### src/design/bpp_pkg.sv
// bpp_pkg: shared types and constants for the bus packet parser
// no dependencies
`timescale 1ns / 1ps
`default_nettype none

package bpp_pkg;

  localparam int ERROR_COUNT_BITS = 16;

  localparam logic [1:0] REG_START_BYTE  = 2'd0;
  localparam logic [1:0] REG_LEADIN_BYTE = 2'd1;
  localparam logic [1:0] REG_MAX_LENGTH  = 2'd2;

  localparam logic [7:0] START_BYTE_RESET  = 8'hAA;
  localparam logic [7:0] LEADIN_BYTE_RESET = 8'h55;
  localparam logic [4:0] MAX_LENGTH_RESET  = 5'd31;

  typedef struct packed {
    logic [7:0] start_byte;
    logic [7:0] leadin_byte;
    logic [4:0] max_length;
  } cfg_t;

  typedef struct packed {
    logic       valid;
    logic [7:0] rx_byte;
  } stage_t;

endpackage

`default_nettype wire

### src/design/bpp_if.sv
// bpp_rx_if and bpp_res_if: valid/ready channels for received bytes and parse results
// depends on nothing
`timescale 1ns / 1ps
`default_nettype none

interface bpp_rx_if;
  logic       valid;
  logic       ready;
  logic [7:0] rx_byte;

  modport source (output valid, output rx_byte, input ready);
  modport sink (input valid, input rx_byte, output ready);
endinterface

interface bpp_res_if;
  logic        valid;
  logic        ready;
  logic        frame_ok;
  logic        frame_error;
  logic [2:0]  command;
  logic [4:0]  address;
  logic [2:0]  bank;
  logic [4:0]  length;
  logic        data_valid;
  logic [7:0]  data_byte;
  logic [4:0]  data_index;
  logic [15:0] error_count;

  modport source (
    output valid, output frame_ok, output frame_error, output command, output address,
    output bank, output length, output data_valid, output data_byte, output data_index,
    output error_count, input ready
  );
  modport sink (
    input valid, input frame_ok, input frame_error, input command, input address,
    input bank, input length, input data_valid, input data_byte, input data_index,
    input error_count, output ready
  );
endinterface

`default_nettype wire

### src/design/bpp_in_stage.sv
// bpp_in_stage: input register for received bytes
// depends on bpp_pkg and bpp_rx_if
`timescale 1ns / 1ps
`default_nettype none

module bpp_in_stage
  import bpp_pkg::*;
(
  input  wire logic clk,
  input  wire logic rst,
  bpp_rx_if.sink    rx,
  input  wire logic take,
  output stage_t    stg
);

  logic       valid;
  logic [7:0] data;

  assign rx.ready = !valid || take;
  assign stg.valid = valid;
  assign stg.rx_byte = data;

  always_ff @(posedge clk) begin
    if (rst) begin
      valid <= 1'b0;
    end else if (rx.valid && rx.ready) begin
      valid <= 1'b1;
    end else if (take) begin
      valid <= 1'b0;
    end
  end

  always_ff @(posedge clk) begin
    if (rx.valid && rx.ready) begin
      data <= rx.rx_byte;
    end
  end

endmodule

`default_nettype wire

### src/design/bpp_parser.sv
// bpp_parser: frame state machine and result register
// depends on bpp_pkg and bpp_res_if
`timescale 1ns / 1ps
`default_nettype none

module bpp_parser
  import bpp_pkg::*;
(
  input  wire logic   clk,
  input  wire logic   rst,
  input  wire cfg_t   cfg,
  input  wire stage_t stg,
  output logic        take,
  bpp_res_if.source   res
);

  typedef enum logic [2:0] {
    PH_START,
    PH_LEADIN,
    PH_HDR1,
    PH_HDR2,
    PH_DATA,
    PH_CHECK
  } phase_t;

  phase_t                      phase, phase_next;
  logic [7:0]                  running_sum, running_sum_next;
  logic [4:0]                  data_pointer, data_pointer_next;
  logic [4:0]                  frame_length, frame_length_next;
  logic [2:0]                  frame_command, frame_command_next;
  logic [4:0]                  frame_address, frame_address_next;
  logic [2:0]                  frame_bank, frame_bank_next;
  logic [ERROR_COUNT_BITS-1:0] rejects, rejects_next;
  logic                        ok_next, err_next, dv_next;
  logic [7:0]                  db_next;
  logic [4:0]                  di_next;
  logic [7:0]                  b;

  logic       valid;
  logic       frame_ok;
  logic       frame_error;
  logic       data_valid;
  logic [7:0] data_byte;
  logic [4:0] data_index;

  assign b = stg.rx_byte;
  assign take = stg.valid && (!valid || res.ready);

  always_comb begin
    phase_next         = phase;
    running_sum_next   = running_sum;
    data_pointer_next  = data_pointer;
    frame_length_next  = frame_length;
    frame_command_next = frame_command;
    frame_address_next = frame_address;
    frame_bank_next    = frame_bank;
    rejects_next       = rejects;
    ok_next            = 1'b0;
    err_next           = 1'b0;
    dv_next            = 1'b0;
    db_next            = 8'd0;
    di_next            = 5'd0;
    unique case (phase)
      PH_LEADIN: begin
        if (b == cfg.leadin_byte) begin
          phase_next       = PH_HDR1;
          running_sum_next = 8'd0;
        end else begin
          phase_next        = PH_START;
          data_pointer_next = 5'd0;
        end
      end
      PH_HDR1: begin
        frame_command_next = b[7:5];
        frame_address_next = b[4:0];
        running_sum_next   = running_sum + b;
        phase_next         = PH_HDR2;
      end
      PH_HDR2: begin
        frame_bank_next   = b[7:5];
        frame_length_next = b[4:0];
        running_sum_next  = running_sum + b;
        if (b[4:0] > cfg.max_length) begin
          rejects_next      = rejects + 1'b1;
          err_next          = 1'b1;
          phase_next        = PH_START;
          data_pointer_next = 5'd0;
        end else if (b[4:0] == 5'd0) begin
          phase_next = PH_CHECK;
        end else begin
          data_pointer_next = 5'd0;
          phase_next        = PH_DATA;
        end
      end
      PH_DATA: begin
        running_sum_next  = running_sum + b;
        dv_next           = 1'b1;
        db_next           = b;
        di_next           = data_pointer;
        data_pointer_next = data_pointer + 5'd1;
        if (data_pointer_next == frame_length) begin
          phase_next = PH_CHECK;
        end
      end
      PH_CHECK: begin
        if (b == running_sum) begin
          ok_next = 1'b1;
        end else begin
          rejects_next = rejects + 1'b1;
          err_next     = 1'b1;
        end
        phase_next        = PH_START;
        data_pointer_next = 5'd0;
      end
      default: begin
        if (b == cfg.start_byte) begin
          phase_next = PH_LEADIN;
        end else begin
          phase_next = PH_START;
        end
      end
    endcase
  end

  always_ff @(posedge clk) begin
    if (rst) begin
      phase         <= PH_START;
      running_sum   <= 8'd0;
      data_pointer  <= 5'd0;
      frame_length  <= 5'd0;
      frame_command <= 3'd0;
      frame_address <= 5'd0;
      frame_bank    <= 3'd0;
      rejects       <= '0;
      valid         <= 1'b0;
    end else if (take) begin
      phase         <= phase_next;
      running_sum   <= running_sum_next;
      data_pointer  <= data_pointer_next;
      frame_length  <= frame_length_next;
      frame_command <= frame_command_next;
      frame_address <= frame_address_next;
      frame_bank    <= frame_bank_next;
      rejects       <= rejects_next;
      valid         <= 1'b1;
    end else if (res.ready) begin
      valid <= 1'b0;
    end
  end

  always_ff @(posedge clk) begin
    if (take) begin
      frame_ok    <= ok_next;
      frame_error <= err_next;
      data_valid  <= dv_next;
      data_byte   <= db_next;
      data_index  <= di_next;
    end
  end

  assign res.valid       = valid;
  assign res.frame_ok    = frame_ok;
  assign res.frame_error = frame_error;
  assign res.command     = frame_command;
  assign res.address     = frame_address;
  assign res.bank        = frame_bank;
  assign res.length      = frame_length;
  assign res.data_valid  = data_valid;
  assign res.data_byte   = data_byte;
  assign res.data_index  = data_index;
  assign res.error_count = 16'(rejects);

endmodule

`default_nettype wire

### src/design/bus_packet_parser.sv
// bus_packet_parser: byte-serial frame parser with additive checksum
// an accepted byte is held in the input register, and its result in the result register
// throughput: one byte per cycle while res.ready allows, set by the parser state update
// reset: synchronous, clears the parser state, error counter and both channel registers,
// and loads the configuration registers with their defaults
// depends on bpp_pkg, bpp_if, bpp_in_stage and bpp_parser
`timescale 1ns / 1ps
`default_nettype none

module bus_packet_parser
  import bpp_pkg::*;
(
  input  wire logic       clk,
  input  wire logic       rst,
  input  wire logic       cfg_we,
  input  wire logic [1:0] cfg_index,
  input  wire logic [7:0] cfg_data,
  bpp_rx_if.sink          rx,
  bpp_res_if.source       res
);

  cfg_t   cfg;
  stage_t stg;
  logic   take;

  always_ff @(posedge clk) begin
    if (rst) begin
      cfg.start_byte  <= START_BYTE_RESET;
      cfg.leadin_byte <= LEADIN_BYTE_RESET;
      cfg.max_length  <= MAX_LENGTH_RESET;
    end else if (cfg_we) begin
      unique case (cfg_index)
        REG_START_BYTE:  cfg.start_byte  <= cfg_data;
        REG_LEADIN_BYTE: cfg.leadin_byte <= cfg_data;
        REG_MAX_LENGTH:  cfg.max_length  <= cfg_data[4:0];
        default: begin
        end
      endcase
    end
  end

  bpp_in_stage u_in_stage (
    .clk  (clk),
    .rst  (rst),
    .rx   (rx),
    .take (take),
    .stg  (stg)
  );

  bpp_parser u_parser (
    .clk  (clk),
    .rst  (rst),
    .cfg  (cfg),
    .stg  (stg),
    .take (take),
    .res  (res)
  );

endmodule

`default_nettype wire

### src/flat_wrapper.sv
// flat-port wrapper written by rule: the top's interface ports become plain ports
module bus_packet_parser_flat import bpp_pkg::*;
  (clk, rst, cfg_we, cfg_index, cfg_data, rx_valid, rx_rx_byte, rx_ready, res_valid, res_frame_ok, res_frame_error, res_command, res_address, res_bank, res_length, res_data_valid, res_data_byte, res_data_index, res_error_count, res_ready);
  bpp_rx_if rx_i ();
  bpp_res_if res_i ();
  input  wire logic clk;
  input  wire logic rst;
  input  wire logic cfg_we;
  input  wire logic [1:0] cfg_index;
  input  wire logic [7:0] cfg_data;
  input wire logic [$bits(rx_i.valid)-1:0] rx_valid;
  input wire logic [$bits(rx_i.rx_byte)-1:0] rx_rx_byte;
  output wire logic [$bits(rx_i.ready)-1:0] rx_ready;
  output wire logic [$bits(res_i.valid)-1:0] res_valid;
  output wire logic [$bits(res_i.frame_ok)-1:0] res_frame_ok;
  output wire logic [$bits(res_i.frame_error)-1:0] res_frame_error;
  output wire logic [$bits(res_i.command)-1:0] res_command;
  output wire logic [$bits(res_i.address)-1:0] res_address;
  output wire logic [$bits(res_i.bank)-1:0] res_bank;
  output wire logic [$bits(res_i.length)-1:0] res_length;
  output wire logic [$bits(res_i.data_valid)-1:0] res_data_valid;
  output wire logic [$bits(res_i.data_byte)-1:0] res_data_byte;
  output wire logic [$bits(res_i.data_index)-1:0] res_data_index;
  output wire logic [$bits(res_i.error_count)-1:0] res_error_count;
  input wire logic [$bits(res_i.ready)-1:0] res_ready;
  assign rx_i.valid = rx_valid;
  assign rx_i.rx_byte = rx_rx_byte;
  assign rx_ready = rx_i.ready;
  assign res_valid = res_i.valid;
  assign res_frame_ok = res_i.frame_ok;
  assign res_frame_error = res_i.frame_error;
  assign res_command = res_i.command;
  assign res_address = res_i.address;
  assign res_bank = res_i.bank;
  assign res_length = res_i.length;
  assign res_data_valid = res_i.data_valid;
  assign res_data_byte = res_i.data_byte;
  assign res_data_index = res_i.data_index;
  assign res_error_count = res_i.error_count;
  assign res_i.ready = res_ready;
  bus_packet_parser u_core (.clk(clk), .rst(rst), .cfg_we(cfg_we), .cfg_index(cfg_index), .cfg_data(cfg_data), .rx(rx_i), .res(res_i));
endmodule
### config.mk
export PLATFORM = sky130hd
export DESIGN_NAME = bus_packet_parser_flat
export DESIGN_NICKNAME = d
export VERILOG_FILES = /design/src/design/bpp_pkg.sv /design/src/design/bpp_if.sv /design/src/design/bpp_in_stage.sv /design/src/design/bpp_parser.sv /design/src/design/bus_packet_parser.sv /design/src/flat_wrapper.sv
export SDC_FILE = /design/constraint.sdc
export NUM_CORES = 1
export LEC_CHECK = 0
export BUFFER_PORTS_ARGS = -buffer_cell sky130_fd_sc_hd__buf_2
export CAP_MARGIN = 30
export CORE_UTILIZATION = 55
export CTS_CLUSTER_SIZE = 10
export DETAILED_ROUTE_END_ITERATION = 8
export GPL_ROUTABILITY_DRIVEN = 0
export PLACE_DENSITY = 0.78
export SYNTH_ARGS = -nofsm -noshare
export SYNTH_HDL_FRONTEND = slang
export SYNTH_SLANG_ARGS = --single-unit
### constraint.sdc
create_clock -name clk -period 2.86 [get_ports clk]
set_input_delay 0.143 -clock clk [delete_from_list [all_inputs] [get_ports clk]]
set_output_delay 0.143 -clock clk [all_outputs]
set_load 0.02 [all_outputs]
-- After elaboration in Yosys (flattened, before gate mapping)
Index checks and enable logic that the tools add are counted.
- flip-flop bits (word level): 95
- word-level logic and storage cells: 87
- add/subtract/negate cells: 3
- $lt $le $gt $ge: 1
- equality and inequality tests: 17
- muxes and demuxes: 24
- reductions and logical operators: 23
- operators with widths (cell ; number):
    $mux W16 ; 2
    $pmux W16 S2 ; 1
    $eq A8 B8 Y1 ; 3
    $pmux W5 S4 ; 1
    $add A16 B1 Y16 const B ; 1
    $pmux W8 S2 ; 1
    $mux W5 ; 3
    $pmux W3 S5 ; 1
    $reduce_and A2 Y1 ; 6
    $mux W1 ; 10
    $ne A2 B2 Y1 const B ; 5
    $add A8 B8 Y8 ; 1
    $mux W8 ; 1
    $reduce_and A4 Y1 ; 2
    $reduce_bool A2 Y1 ; 4
    $eq A3 B2 Y1 const B ; 2
    $eq A3 B3 Y1 const B ; 2
    $mux W3 ; 2
    $add A5 B1 Y5 const B ; 1
    $eq A5 B5 Y1 ; 1
    $gt A5 B5 Y1 ; 1
    $logic_not A5 Y1 ; 1
    $reduce_bool A4 Y1 ; 1
    $eq A3 B1 Y1 const B ; 1
    11 further kinds ; 14

-- Depth between registers and ports, before layout
- depth in word-level cells: 6
- mapped depth: 9
- gate-level depth less buffers: 9

-- Hierarchy
From an unflattened synthesis, not the netlist that was laid out.
- cell total of the unflattened synthesis: 483
- area, all modules: 4817.1 µm²
- by module, submodules not included (module ; times used ; cells each ; area an instance (µm²) ; seq. area each (µm²)):
    bpp_parser ; 1 ; 381 ; 3646.0 ; 1461.4
    bus_packet_parser ; 1 ; 88 ; 868.3 ; 420.4
    bpp_in_stage ; 1 ; 14 ; 302.8 ; 260.2

-- Worst setup path before layout
OpenSTA, ideal clock, no wires.
- path kind: register -> register
- from: register u_core.u_in_stage.data[3]
- to: register u_core.u_parser.rejects[0], in the netlist u_core.u_parser.res.error_count[0]
- arrival: 2259 ps
- data required time: 2732 ps
- setup slack: 474 ps
- stages on the path, launching flop included: 9
- buffers on the path: 1
- period minus slack after synthesis: 2386 ps
- path through: edfxtp_1 -> ha_1 -> or4_4 -> o31ai_4 -> a211oi_2 -> buf_4 -> and2_4 -> xnor2_1 -> nor2_1
- word-level cells in the longest chain between the ends: 3
- elaborated cells between the ends (all ways): 5
- ends and longest elaborated chain (what ; line ; text):
    start: declaration ; bpp_in_stage.sv:17 ; logic [7:0] data;
    start signal: assignment ; bpp_in_stage.sv:35 ; data <= rx.rx_byte;
    $gt A5 B5 Y1 / $eq A8 B8 Y1 (equally long branches) ; bpp_parser.sv:83, bpp_parser.sv:106 ;
    $ne A2 B2 Y1 (no source line) ; n/a ;
    $reduce_and A4 Y1 (no source line) (*) ; n/a ;
    end signal: assignment ; bpp_parser.sv:144 ; rejects <= rejects_next;
    end: declaration ; bpp_parser.sv:33 ; logic [ERROR_COUNT_BITS-1:0] rejects, rejects_next;
Mark *: on every way between the ends. The rest lies on a longest branch, timed or not.
A chain may end at the register's enable or synchronous reset.

-- Final worst setup path
- from: register u_core.u_in_stage.data[4]
- to: register u_core.u_parser.rejects[12], in the netlist u_core.u_parser.res.error_count[12]
The elaborated chain is that of the path after synthesis.

==> flow_summary.toml <==
[cts]
cts_resized = 0
cts_buffers = 9
cts.hold.buffers_added = 10
insertion_delay_ns = 0.36
cts-root-buf = "clkbuf_8"
cts_sinks = 95
path_clk_slew_ns = 0.09
htreeDepth = 3
postCtsSetupBuffers = 0
cts_buffer_depth = 2
cts_tree = "built"

[global_routing]
grt_pass1_vias = 3425
antenna_found_initial = 0
grt_max_degree = 34
grt_overflow = 0
grt_use_total_pct = 24.8
grt_pass1_wl_um = 16700

[route]
first_pass_iters = 5
wire_per_inst_um = 15.8
top_layer = "met4"
ant_nets = 0
detail_route.vias_per_cell = 5.64
drc = 0
met2_length_um = 4920
wl_met3_um = 609
num_vias = 3654
met1Wirelength_um = 4580
wl_um = 10200
drt_iter0_markers = 186

[synthesis]
synth_area_per_cell_um2 = 9.92
async_flop_share_pct = 0
synth.top_cells.by_count = "71 x dfxtp_1, 61 x nor2_1, 26 x xor2_1"
netlist_top_cells_area = "dfxtp_1 32%, edfxtp_1 16%, nor2_1 5.1%, xor2_1 5.1%, mux2i_1 4.5%"
yosys_warnings = 0
synth_nets = 491
synth_edf_count = 24
syn-cell-area_um2 = 4490
synth_top_area_share_pct = 31.6
yosys_register_bits = 95
synth.largest_area_cell = "dfxtp_1"
synth_cell_type_count = 61
ys_seq_area_share_pct = 47.7
synth_cells = 453
synth_top_flop_cell = "dfxtp_1"
yosysMostFrequentCell = "dfxtp_1"

[sta]
holdWs_ns = 0.0233
tns_ns = 0
max_freq_mhz = 378
slew_violations = 0
final_hold_viol_count = 0
slew_headroom_pct = 54.7
rsz0062_at_grt = "no"
fin_skew_ns = 0.0123
worstMarginPinSlew_ns = 0.679
period_needed_ns = 2.65
period_share_pct = 92.6
setup_viol = 0

[worst_setup_path]
critical-path-top-delay-family = "simple AND/OR/NAND/NOR gates"
crit_path_top_delay_cell = "edfxtp_1"
cp_cell_sequence = "ha_1 > or3_1 > o31ai_4 > a211oi_2 > nand2_2 > or4_1 > a21oi_1"
arrival_ns = 2.95
critPathMaxFanout = 8
required_ns = 3.16
crit_path_end_kind = "flop"
worstSetupPathType = "reg -> reg"
startpoint_type = "flop"
max_stage_delay_ns = 0.57
cp_num_buf_inv = 0

[die]
die_w_um = 92.4
start_util_pct = 57.6
die_y_um = 92.4
rows = 32
core_um2 = 7810
ios = 73
dieArea_um2 = 8540

[flow_run]
maxCapViolCount = 0

[min_path]
min_path_type = "in -> reg"

[cells_and_area]
filler_cell_count = 640
antenna_cells = 0
synthToLayoutAreaGrowth_pct = 17.2
fin_cells = 648
layout.nets = 579
final_layout_size_suffix_gt1_share_pct = 20.9
post-route-util_pct = 67.5

[place]
hpwlAfterDp_um = 7300
place_inst = 622
io_buffers = 72

[run_status]
status = "complete, no violations"

[pwr]
peakVddDrop_uv = 316
leakage_nw = 2.35
p_per_area_nw_per_um2 = 469
## routing by layer
layer,vias to the layer above,global-route usage (%)
met5,-,0
met4,0,7.55
met3,16,4.11
met2,135,41.7
met1,1723,32.7
li1,1780,-
## state kept, by name, indices dropped and copies added, names as in the netlist
signal / count
u_core.u_parser.res.data_valid: 1
u_core.u_in_stage.data: 8
u_core.u_parser.res.frame_ok: 1
u_core.u_parser.res.error_count: 16
u_core.u_parser.data_pointer: 5
u_core.u_in_stage.valid: 1
u_core.u_parser.res.command: 3
u_core.u_parser.res.data_byte: 8
u_core.u_parser.res.length: 5
u_core.u_parser.res.frame_error: 1
u_core.u_parser.running_sum: 8
u_core.u_parser.res.bank: 3
u_core.u_parser.res.valid: 1
u_core.u_parser.res.data_index: 5
u_core.cfg: 21
u_core.u_parser.phase: 3
u_core.u_parser.res.address: 5
## cells in the final DEF, fill, tap and decap left out, types with 3 or more instances in the layout
| cell type | count |
|---|---|
| buf_2 | 72 |
| dfxtp_1 | 71 |
| or3_1 | 9 |
| a22o_1 | 7 |
| nor2_1 | 61 |
| a21oi_1 | 22 |
| o21ai_1 | 3 |
| or4_1 | 3 |
| nand4b_1 | 3 |
| mux2i_1 | 20 |
| nor4_1 | 4 |
| o21ai_0 | 8 |
| o31ai_1 | 3 |
| a211o_1 | 12 |
| dlygate4sd3_1 | 10 |
| edfxtp_1 | 24 |
| inv_1 | 15 |
| nand4_1 | 8 |
| xor2_1 | 26 |
| nand3_1 | 12 |
| buf_4 | 11 |
| and3_1 | 18 |
| clkbuf_8 | 10 |
| nand2b_1 | 8 |
| nor2b_1 | 8 |
| nor3_1 | 3 |
| ha_1 | 14 |
| and2_1 | 3 |
| xnor2_1 | 12 |
| nand2_1 | 23 |
## kinds of logic after synthesis
kind of cell | after synthesis | share of synthesized area, %
DFF | 95 | 47.7
adders and majority gates | 15 | 4.34
xor gates and xnor gates | 39 | 7.77
muxes | 20 | 4.45
buffers and inverters | 34 | 3.12
AOI/OAI and AO/OA | 70 | 11.4
and+or+nand+nor | 180 | 21.2
## final cells by class
cell class	count	area, um^2	share of cell area, %
Multi-Input combinational cell	324	2210	42.0
Timing Repair Buffer	93	543	10.3
Inverter	18	67.6	1.28
Clock buffer	12	145	2.75
Tap cell	102	128	2.42
Sequential cell	95	2140	40.7
Clock inverter	4	31.3	0.594
## where the power goes
part,internal [W],leakage (nW),total [W],switching (W)
Combinational,0.0000929,1.46,0.000230,0.000137
Clock,0.000344,0.0871,0.000802,0.000457
Sequential,0.00141,0.804,0.00144,0.0000275
## worst paths after layout
check,startpoint,end,slack (ns),cells past startpoint
setup reg to reg,u_core.u_in_stage.data[4],u_core.u_parser.res.error_count[12],0.21,7
setup / recovery,u_core.u_in_stage.data[4],u_core.u_parser.res.error_count[12],0.21,7
hold / removal,cfg_data[1],u_core.cfg[14],0.02,2
hold reg to reg,u_core.cfg[2],u_core.cfg[2],0.48,1
## stage by stage
stage	power [W]	instance area, um^2	setup slack [ns]
after floorplan	0.00161	4490	0.474
after global placement	0.00168	4990	0.355
after detailed placement	0.00169	4990	0.301
after CTS	0.00248	5270	0.272
after global routing	0.00257	5270	0.0592
final	0.00247	5270	0.213
No activity file was read; power rests on OpenSTA's default activity.
